**src/sv/tcr_pkg.sv**
```systemverilog
// ----------------------------------------------------------------------------
// Textured column renderer package
// Shared constants, register indexes, region codes and controller states.
// ----------------------------------------------------------------------------
package tcr_pkg;

  localparam int unsigned DEF_NUM_TEXTURES    = 4;
  localparam int unsigned DEF_MAX_TEXTURE_DIM = 64;

  localparam int unsigned FRAC_W     = 16;
  localparam int unsigned POS_W      = 32;
  localparam int unsigned DEN_W      = 12;
  localparam int unsigned DEF_DIV_NUM_W = $clog2(DEF_MAX_TEXTURE_DIM + 1) + FRAC_W;
  localparam int unsigned BPP_SHIFT  = $clog2(32 / 8);
  localparam int unsigned CFG_IDX_W  = 3;
  localparam int unsigned CFG_DATA_W = 24;
  localparam int unsigned COLOR_W    = 24;
  localparam int unsigned REGION_W   = 2;

  typedef enum logic [CFG_IDX_W-1:0] {
    CFG_TEXTURE_WIDTH  = 3'd0,
    CFG_TEXTURE_HEIGHT = 3'd1,
    CFG_SCREEN_WIDTH   = 3'd2,
    CFG_SCREEN_HEIGHT  = 3'd3,
    CFG_FILL_ABOVE     = 3'd4,
    CFG_FILL_BELOW     = 3'd5
  } tcr_cfg_e;

  typedef enum logic [REGION_W-1:0] {
    REGION_ABOVE = 2'd0,
    REGION_WALL  = 2'd1,
    REGION_BELOW = 2'd2
  } tcr_region_e;

  typedef enum logic [2:0] {
    ST_IDLE,
    ST_DECODE,
    ST_DIV,
    ST_POS,
    ST_MOD,
    ST_ADDR,
    ST_DATA
  } tcr_state_e;

endpackage

```
**src/sv/tcr_div.sv**
```systemverilog
// ----------------------------------------------------------------------------
// Serial divider
// Restoring unsigned divider that produces one quotient bit per cycle and
// pulses done when quotient and remainder are ready.
// ----------------------------------------------------------------------------
module tcr_div #(
  parameter int unsigned NUM_W = tcr_pkg::DEF_DIV_NUM_W,
  parameter int unsigned DEN_W = tcr_pkg::DEN_W
) (
  input  logic             clk_i,
  input  logic             rst_ni,
  input  logic             start_i,
  input  logic [NUM_W-1:0] num_i,
  input  logic [DEN_W-1:0] den_i,
  output logic             done_o,
  output logic [NUM_W-1:0] quot_o,
  output logic [DEN_W-1:0] rem_o
);

  localparam int unsigned CNT_W = $clog2(NUM_W + 1);

  logic             busy_q, busy_d;
  logic             done_q, done_d;
  logic [CNT_W-1:0] cnt_q, cnt_d;
  logic [NUM_W-1:0] quot_q, quot_d;
  logic [DEN_W-1:0] rem_q, rem_d;
  logic [DEN_W-1:0] den_q, den_d;
  logic [DEN_W:0]   shifted;
  logic [DEN_W:0]   diff;
  logic             ge;

  assign shifted = {rem_q, quot_q[NUM_W-1]};
  assign ge      = shifted >= {1'b0, den_q};
  assign diff    = shifted - {1'b0, den_q};

  always_comb begin
    busy_d = busy_q;
    done_d = 1'b0;
    cnt_d  = cnt_q;
    quot_d = quot_q;
    rem_d  = rem_q;
    den_d  = den_q;
    if (start_i) begin
      busy_d = 1'b1;
      cnt_d  = CNT_W'(NUM_W);
      quot_d = num_i;
      rem_d  = '0;
      den_d  = den_i;
    end else if (busy_q) begin
      quot_d = {quot_q[NUM_W-2:0], ge};
      rem_d  = ge ? diff[DEN_W-1:0] : shifted[DEN_W-1:0];
      cnt_d  = cnt_q - CNT_W'(1);
      if (cnt_q == CNT_W'(1)) begin
        busy_d = 1'b0;
        done_d = 1'b1;
      end
    end
  end

  always_ff @(posedge clk_i or negedge rst_ni) begin
    if (!rst_ni) begin
      busy_q <= 1'b0;
      done_q <= 1'b0;
      cnt_q  <= '0;
    end else begin
      busy_q <= busy_d;
      done_q <= done_d;
      cnt_q  <= cnt_d;
    end
  end

  always_ff @(posedge clk_i) begin
    quot_q <= quot_d;
    rem_q  <= rem_d;
    den_q  <= den_d;
  end

  assign done_o = done_q;
  assign quot_o = quot_q;
  assign rem_o  = rem_q;

endmodule

```
**config.mk**
```make
export PLATFORM = sky130hd
export DESIGN_NAME = tcr_div
export DESIGN_NICKNAME = d
export VERILOG_FILES = /design/src/sv/tcr_pkg.sv /design/src/sv/tcr_div.sv
export SDC_FILE = /design/constraint.sdc
export NUM_CORES = 1
export LEC_CHECK = 0
export BUFFER_PORTS_ARGS = -buffer_cell sky130_fd_sc_hd__buf_2
export CAP_MARGIN = 20
export CORE_MARGIN = 4
export CORE_UTILIZATION = 53
export CTS_CLUSTER_DIAMETER = 50
export CTS_CLUSTER_SIZE = 14
export DETAILED_ROUTE_END_ITERATION = 7
export PLACE_DENSITY_LB_ADDON = 0.25
export SYNTH_ARGS = -nofsm -noshare
export SYNTH_HDL_FRONTEND = slang
export SYNTH_SLANG_ARGS = --single-unit
```
**constraint.sdc**
```tcl
create_clock -name clk_i -period 2.32 [get_ports clk_i]
set_input_delay 0.348 -clock clk_i [delete_from_list [all_inputs] [get_ports clk_i]]
set_output_delay 0.348 -clock clk_i [all_outputs]
set_load 0.05 [all_outputs]
```
# After elaboration in Yosys (flattened, before gate mapping)

Index checks and enable logic that the tools add are counted.

Output and inout port bits: 36
Register bits after elaboration: 54
Input port bits: 38

Muxes and demuxes: 11
$lt $le $gt $ge: 1
Reductions and logical operators: 1
Equal/unequal tests: 1
Add/sub/neg operators: 2

Operators with widths:

| kind                                              | number |
|---|---|
| 2-to-1 mux 23 bit                                 | 2 |
| >= comparator 13 x 12 -> 1 bit                    | 1 |
| 2-to-1 mux 12 bit                                 | 1 |
| subtractor 12 bit                                 | 1 |
| 2-to-1 mux 5 bit                                  | 2 |
| 2-to-1 mux 1 bit                                  | 6 |
| == test 5 x 1 -> 1 bit (second input constant)    | 1 |
| subtractor 5 x 1 -> 5 bit (second input constant) | 1 |
| nonzero test 2 bit                                | 1 |

# Logic depth before layout (Yosys ltp)

Gate-level depths: netlist of the first run.

Word-level depth: 4
Depth in mapped cells: 9

# Worst setup path before layout of the first run

No wires, ideal clock.

Path type: flip-flop to flip-flop
Start: register rem_q[5], in the netlist rem_o[5]
End: register quot_q[0], in the netlist quot_o[0] (data pin)
Stages on the path, launching flop included: 7
Path buffers: 0
Data arrival time: 2.229 ns
Setup slack: -0.169 ns
Library setup time: 0.260 ns
Period minus slack after synthesis: 2.489 ns
Path through: dfxtp_1 -> ha_1 -> a21o_1 -> a221o_1 -> a41oi_2 -> nand2_2 -> mux2_2

Longest elaborated chain between the ends: 3

Ends and longest elaborated chain:

| what                           | RTL line      | RTL |
|---|---|---|
| start: declaration             | tcr_div.sv:26 | `logic [DEN_W-1:0] rem_q, rem_d;` |
| start signal: assignment       | tcr_div.sv:74 | `rem_q <= rem_d;` |
| >= comparator 13 x 12 -> 1 bit | tcr_div.sv:33 | `assign ge = shifted >= {1'b0, den_q};` |
| 2-to-1 mux 23 bit              | tcr_div.sv:49 | `end else if (busy_q) begin` |
| 2-to-1 mux 23 bit              | tcr_div.sv:43 | `if (start_i) begin` |
| named net quot_d[0]            | tcr_div.sv:25 | `logic [NUM_W-1:0] quot_q, quot_d;` |
| end signal: assignment         | tcr_div.sv:73 | `quot_q <= quot_d;` |
| end: declaration               | tcr_div.sv:25 |  |

The timed path passes the listed nets, and every way through them passes these cells. The select of a mux whose other input is x is not followed.
A chain may end at the register's enable or synchronous reset.

# Worst setup path after layout of the first run

Start: register den_q[7]
End: register rem_q[5], in the netlist rem_o[5]

Longest elaborated chain between the ends: 2

Ends and longest elaborated chain:

| what                           | RTL line      | RTL |
|---|---|---|
| start: declaration             | tcr_div.sv:27 | `logic [DEN_W-1:0] den_q, den_d;` |
| start signal: assignment       | tcr_div.sv:75 | `den_q <= den_d;` |
| >= comparator 13 x 12 -> 1 bit | tcr_div.sv:33 |  |
| 2-to-1 mux 12 bit              | tcr_div.sv:51 | `rem_d = ge ? diff[DEN_W-1:0] : shifted[DEN_W-1:0];` |

No other way between the ends.

==> results.json, run 1 <==
{
  "run_status": "finished clean",
  "antenna_cells_inserted": 0,
  "clk_latency_ns": 0.31,
  "mostFrequentLayoutCell": "buf_2",
  "synth_top_cell_by_area": "edfxtp_1",
  "mostFrequentLayoutCells": "buf_2 (73), edfxtp_1 (35), nand2_1 (25), mux2_2 (23), nor2_1 (18)",
  "met2WireLength_mm": 3.13,
  "cts_tree": "built",
  "dr_drc_count": 0,
  "critPathArrivalTime_ns": 2.43,
  "synth_edf_count": 35,
  "finalCriticalPeriod_ns": 2.20,
  "timing.final.setup_violations": 0,
  "synth.net_count": 297,
  "multi_input_area_um2": 1290,
  "number_of_antenna_violations_at_the_first_check_in_global_routing": 0,
  "portBuffers": 73,
  "place_worst_setup_slack_ns": 0.104,
  "drt-wirelength-per-cell_um": 15.6,
  "tightest_slew_ns": 0.555,
  "cts.htree.levels": 2,
  "share_of_the_yosys_chip_area_belonging_to_registers": 0.517,
  "crit_fanout": 6,
  "mappedNetlistArea_um2": 2840,
  "timing.final.max_slew_violations": 0,
  "grt_overflow_total": 0,
  "cpMaxStageDelayCell": "edfxtp_1",
  "dominantRegCellSynth": "edfxtp_1",
  "maxUsedRoutingLayer": "met4",
  "grt_pass1_vias": 2149,
  "count_of_state_elements_after_synthesis": 54,
  "design_area_um2": 3480,
  "post-route-worst-setup-slack_ns": 0.115,
  "vias": 2172,
  "nNetsFinal": 380,
  "die_width_um": 81.2,
  "drt_pre_antenna_iters": 4,
  "critical_path.reg2reg.startpoint": "den_q[7]",
  "ctsRootBufferMaster": "clkbuf_8",
  "worst_path_largest_cell_delay_ns": 0.39,
  "std_cell_rows": 26,
  "drt.antenna.violating_nets": 0,
  "timing.max_slew.rel_slack": 0.630,
  "worst_clock_skew_ns": 0.00790,
  "worstPathBufferInverterCount": 1,
  "gp_congestion": 0.847,
  "initial_cell_density_of_the_core": 0.552,
  "worstSetupStartpoint": "den_q[7]",
  "synth_top_cell_area_share": 0.370,
  "routedLengthMet1_mm": 2.70,
  "synthDistinctLibCells": 50,
  "cp_data_required_time_ns": 2.55,
  "drv_cap": 0,
  "critPathLaunchType": "flop",
  "synth_area_leaders": "edfxtp_1 (37%), mux2_2 (9.1%), dfxtp_1 (8.5%)",
  "synth_warnings": 0,
  "place.detailed.hpwl_mm": 4.43,
  "total_placed_instance_area_um2": 3310,
  "power_per_cell_area_nw_per_um2": 1040,
  "routed_via_density": 5.46,
  "pin_count_of_the_biggest_net_entering_global_routing": 24,
  "grt_pass1_wl_mm": 9.88,
  "area_delta_synth_final_pct": 22.7,
  "maxClockFrequency_mhz": 454,
  "setup.worst_path.end_class": "flop",
  "final.fill_count": 425,
  "drt-total-wl_mm": 6.23,
  "beginning_of_the_worst_hold_path": "den_i[3]",
  "critPathTopFamily": "compound AO/OA/AOI/OAI gates",
  "power.ir.vdd_worst_uv": 572,
  "seqCellArea_um2": 1470,
  "asyncSetResetFlopFracSynth": 0.130,
  "synth.avg_cell_area_um2": 11.6,
  "die_height_um": 81.2,
  "clk_pin_slew_ns": 0.11,
  "power.leakage_uw": 0.00155,
  "route.met3.wl_um": 310,
  "cts.path.max_buffers": 2,
  "critical_path.cell_chain": "inv_1, ha_2, and2_4, a221o_1, a41oi_2, and2_2, nand2_1, a311oi_2",
  "clock_sinks": 54,
  "die_area_um2": 6590,
  "syn-instance-count": 244,
  "ioPinCount": 74,
  "drive_gt1_frac": 0.439,
  "grt_usage": 0.195,
  "core-area_um2": 5140,
  "detailedRoute.firstIterationViolations": 132,
  "final.period_utilization": 0.950,
  "cts_made_buffers": 5,
  "hold_violations": 0,
  "critical_path_class": "flop to flop",
  "hold_class": "input port to flop",
  "finish.utilization": 0.677
}
[cells by family (layout without fill, tap and decap cells)]
| family | count (synthesis) | count (layout) | share of synthesized area |
|---|---|---|---|
| AND/OR/NAND/NOR | 66 | 67 | 0.112 |
| flip-flops | 54 | 54 | 0.517 |
| AO/OA/AOI/OAI | 49 | 49 | 0.137 |
| buffers and inverters | 25 | 108 | 0.0370 |
| multiplexers | 24 | 24 | 0.0952 |
| adder cells (fa/ha/maj) | 15 | 15 | 0.0688 |
| XOR/XNOR | 11 | 11 | 0.0339 |
[per-stage QoR]
stage	hold slack (ns)	std cells	power, uW	TNS [ns]
final	0.202	398	3620	0
after global routing	0.175	398	3820	-0.0258
after CTS	0.191	395	3560	0
after detailed placement	0.188	386	2900	0
after global placement	0.187	386	2870	0
after floorplan	0.0524	244	2540	0
[per-layer routing]
layer	track usage	up-vias
met5	0	-
li1	-	1060
met4	0.0693	0
met3	0.0421	8
met1	0.260	1055
met2	0.314	49
[flip-flops by register name (all words and copies together), names as in the netlist]
name / flops
quot_o: 23
busy_q: 1
done_o: 1
rem_o: 12
cnt_q: 5
den_q: 12
[final timing paths]
check,to,slack (ns),cells after the start
hold / removal,den_q[3],0.20,1
max in group asynchronous,busy_q,1.78,2
setup reg to reg,rem_o[5],0.12,8
hold reg to reg,rem_o[7],0.51,2
setup / recovery,rem_o[5],0.12,8
min in group asynchronous,cnt_q[1],0.39,2
[report_power, final]
part | switching (uW) | total, uW | internal (uW)
Sequential | 117 | 1310 | 1190
Combinational | 1040 | 1650 | 611
Clock | 331 | 658 | 328
[area by class of cell]
cell class / instances / share of cell area
Multi-Input combinational cell: 166 / 0.372
Sequential cell: 54 / 0.423
Clock buffer: 5 / 0.0198
Timing Repair Buffer: 84 / 0.129
Inverter: 16 / 0.0172
Clock inverter: 3 / 0.0137
Tap cell: 70 / 0.0252
[cells in the mapped netlist (3+ instances only)]
cell / instances
a21oi_1: 9
a311oi_1: 3
a311oi_2: 4
buf_1: 4
clkbuf_1: 4
dfrtp_1: 7
dfxtp_1: 12
edfxtp_1: 35
ha_1: 14
inv_1: 16
mux2_2: 23
nand2_1: 25
nand3_1: 4
nor2_1: 18
o21ai_0: 8
or3_2: 3
xnor2_1: 7
xor2_1: 4
[timing repair]
action,4_1_cts,5_1_grt
setup endpoints to repair,0,12
gates resized for setup,0,5
hold endpoints to repair,7,0
setup buffers,0,2
hold buffers,1,0
Note: power is estimated with default switching activity, not from simulation.
==> run 2: changes to the inputs <==
==> constraint.sdc (replaced) <==
create_clock -name clk_i -period 2.32 [get_ports clk_i]
set_input_delay 0.348 -clock clk_i [delete_from_list [all_inputs] [get_ports clk_i]]
set_output_delay 0.348 -clock clk_i [all_outputs]
set_load 0.1 [all_outputs]
==> results.json, run 2 (synthesis gave the netlist of run 1 again) <==
{
  "run_status": "finished clean",
  "timing.max_slew.rel_slack": 0.634,
  "nNetsFinal": 379,
  "worst_clock_skew_ns": 0.00741,
  "grt_usage": 0.189,
  "clock_sinks": 54,
  "dr_drc_count": 0,
  "power_per_cell_area_nw_per_um2": 1150,
  "post-route-worst-setup-slack_ns": 0.0674,
  "critical_path_class": "flop to flop",
  "std_cell_rows": 26,
  "ioPinCount": 74,
  "hold_violations": 0,
  "maxClockFrequency_mhz": 444,
  "tightest_slew_ns": 0.549,
  "number_of_antenna_violations_at_the_first_check_in_global_routing": 0,
  "power.leakage_uw": 0.00154,
  "finalCriticalPeriod_ns": 2.25,
  "rsz0062_at_grt": "yes",
  "critPathLaunchType": "flop",
  "gp_congestion": 0.811,
  "cp_data_required_time_ns": 2.54,
  "crit_fanout": 6,
  "die_width_um": 81.2,
  "cpMaxStageDelayCell": "dfxtp_4",
  "place_worst_setup_slack_ns": 0.0457,
  "drv_cap": 0,
  "place.detailed.hpwl_mm": 4.42,
  "grt_pass1_wl_mm": 9.70,
  "grt_overflow_total": 0,
  "detailedRoute.firstIterationViolations": 118,
  "mostFrequentLayoutCells": "buf_2 (73), edfxtp_1 (35), mux2_2 (23), nand2_1 (23), nor2_1 (18)",
  "drt-total-wl_mm": 6.02,
  "final.period_utilization": 0.971,
  "largest_register_ffs": 23,
  "worstSetupStartpoint": "rem_o[6]",
  "initial_cell_density_of_the_core": 0.552,
  "drive_gt1_frac": 0.468,
  "beginning_of_the_worst_hold_path": "den_i[5]",
  "clk_latency_ns": 0.31,
  "ctsRootBufferMaster": "clkbuf_8",
  "critical_path.cell_chain": "ha_1, and2_4, a221o_1, a41oi_2, and2_2, nand2_2, a311oi_1",
  "worst_path_largest_cell_delay_ns": 0.37,
  "core-area_um2": 5140,
  "cts.htree.levels": 2,
  "hold_class": "input port to flop",
  "routed_via_density": 5.40,
  "setup_tns_final_ns": 0,
  "die_area_um2": 6590,
  "cts.path.max_buffers": 2,
  "clk_pin_slew_ns": 0.10,
  "cts_made_buffers": 5,
  "critPathArrivalTime_ns": 2.47,
  "cts_tree": "built",
  "die_height_um": 81.2,
  "drt-wirelength-per-cell_um": 15.2,
  "post-layout-total-power_uw": 4010,
  "drt.antenna.violating_nets": 0,
  "portBuffers": 73,
  "finish.utilization": 0.680,
  "critical_path.reg2reg.startpoint": "rem_o[6]",
  "drt_pre_antenna_iters": 4,
  "timing.final.max_slew_violations": 0,
  "power.ir.vdd_worst_uv": 565,
  "setup.worst_path.end_class": "flop",
  "grt_pass1_vias": 2065,
  "vias": 2143,
  "pin_count_of_the_biggest_net_entering_global_routing": 24,
  "area_delta_synth_final_pct": 23.2,
  "mostFrequentLayoutCell": "buf_2",
  "antenna_cells_inserted": 0,
  "timing.final.setup_violations": 0
}
[run 2: cell types whose count changed in the layout (fill, tap and decap cells not counted), sizes merged]
cell and change:
bufinv -1, inv -1, clkinv +1, buf -1
clkbuf +1
[run 2: stage by stage]
step | area, um^2 | instances | hold WS (ns)
6_report | 3500 | 397 | 0.206
5_1_grt | 3500 | 397 | 0.193
4_1_cts | 3470 | 394 | 0.200
3_5_place_dp | 3360 | 385 | 0.192
3_3_place_gp | 3360 | 385 | 0.186
2_1_floorplan | 2900 | 244 | 0.0524
[run 2: timing repair]
action	4_1_cts	5_1_grt
buffers inserted	0	2
endpoints found under the setup margin	0	10
endpoints found under the hold margin	7	0
resized for setup	0	1
hold buffers	1	0
[run 2: critical path, delay by kind of cell (launching register included)]
family | cells | cell delay (ns)
AO/OA/AOI/OAI | 3 | 0.90
adder cells (fa/ha/maj) | 1 | 0.35
AND/OR/NAND/NOR | 3 | 0.53
flip-flops | 1 | 0.37
[run 2: area by class of cell]
type	count	area (um^2)
Sequential cell	54	1490
Fill cell	413	1640
Inverter	16	60.1
Timing Repair Buffer	83	443
Clock inverter	2	17.5
Clock buffer	6	82.6
Multi-Input combinational cell	166	1320
Tap cell	70	87.6
[run 2: where the power goes]
group	internal (uW)	switching, uW	total [uW]	leakage [uW]
logic	613	1490	2110	0.000948
registers	1210	124	1330	0.000542
clock network	247	326	573	0.0000514
total	2070	1940	4010	0.00154
[run 2: final timing paths]
path                            slack (ns)       end  cells past startpoint
worst max-delay path                  0.07  rem_o[7]                      7
max in group asynchronous             1.78  cnt_q[1]                      2
worst min register to register        0.50  rem_o[9]                      2
min in group asynchronous             0.39    done_o                      2
worst min-delay path                  0.21  den_q[5]                      1
worst max register to register        0.07  rem_o[7]                      7
[run 2: layer usage]
layer / share of wire / GRT usage / vias up
li1: - / - / 1060
met1: 0.44 / 0.249 / 1035
met2: 0.50 / 0.315 / 43
met3: 0.048 / 0.0466 / 5
met4: 0.0098 / 0.0456 / 0
met5: 0 / 0 / -
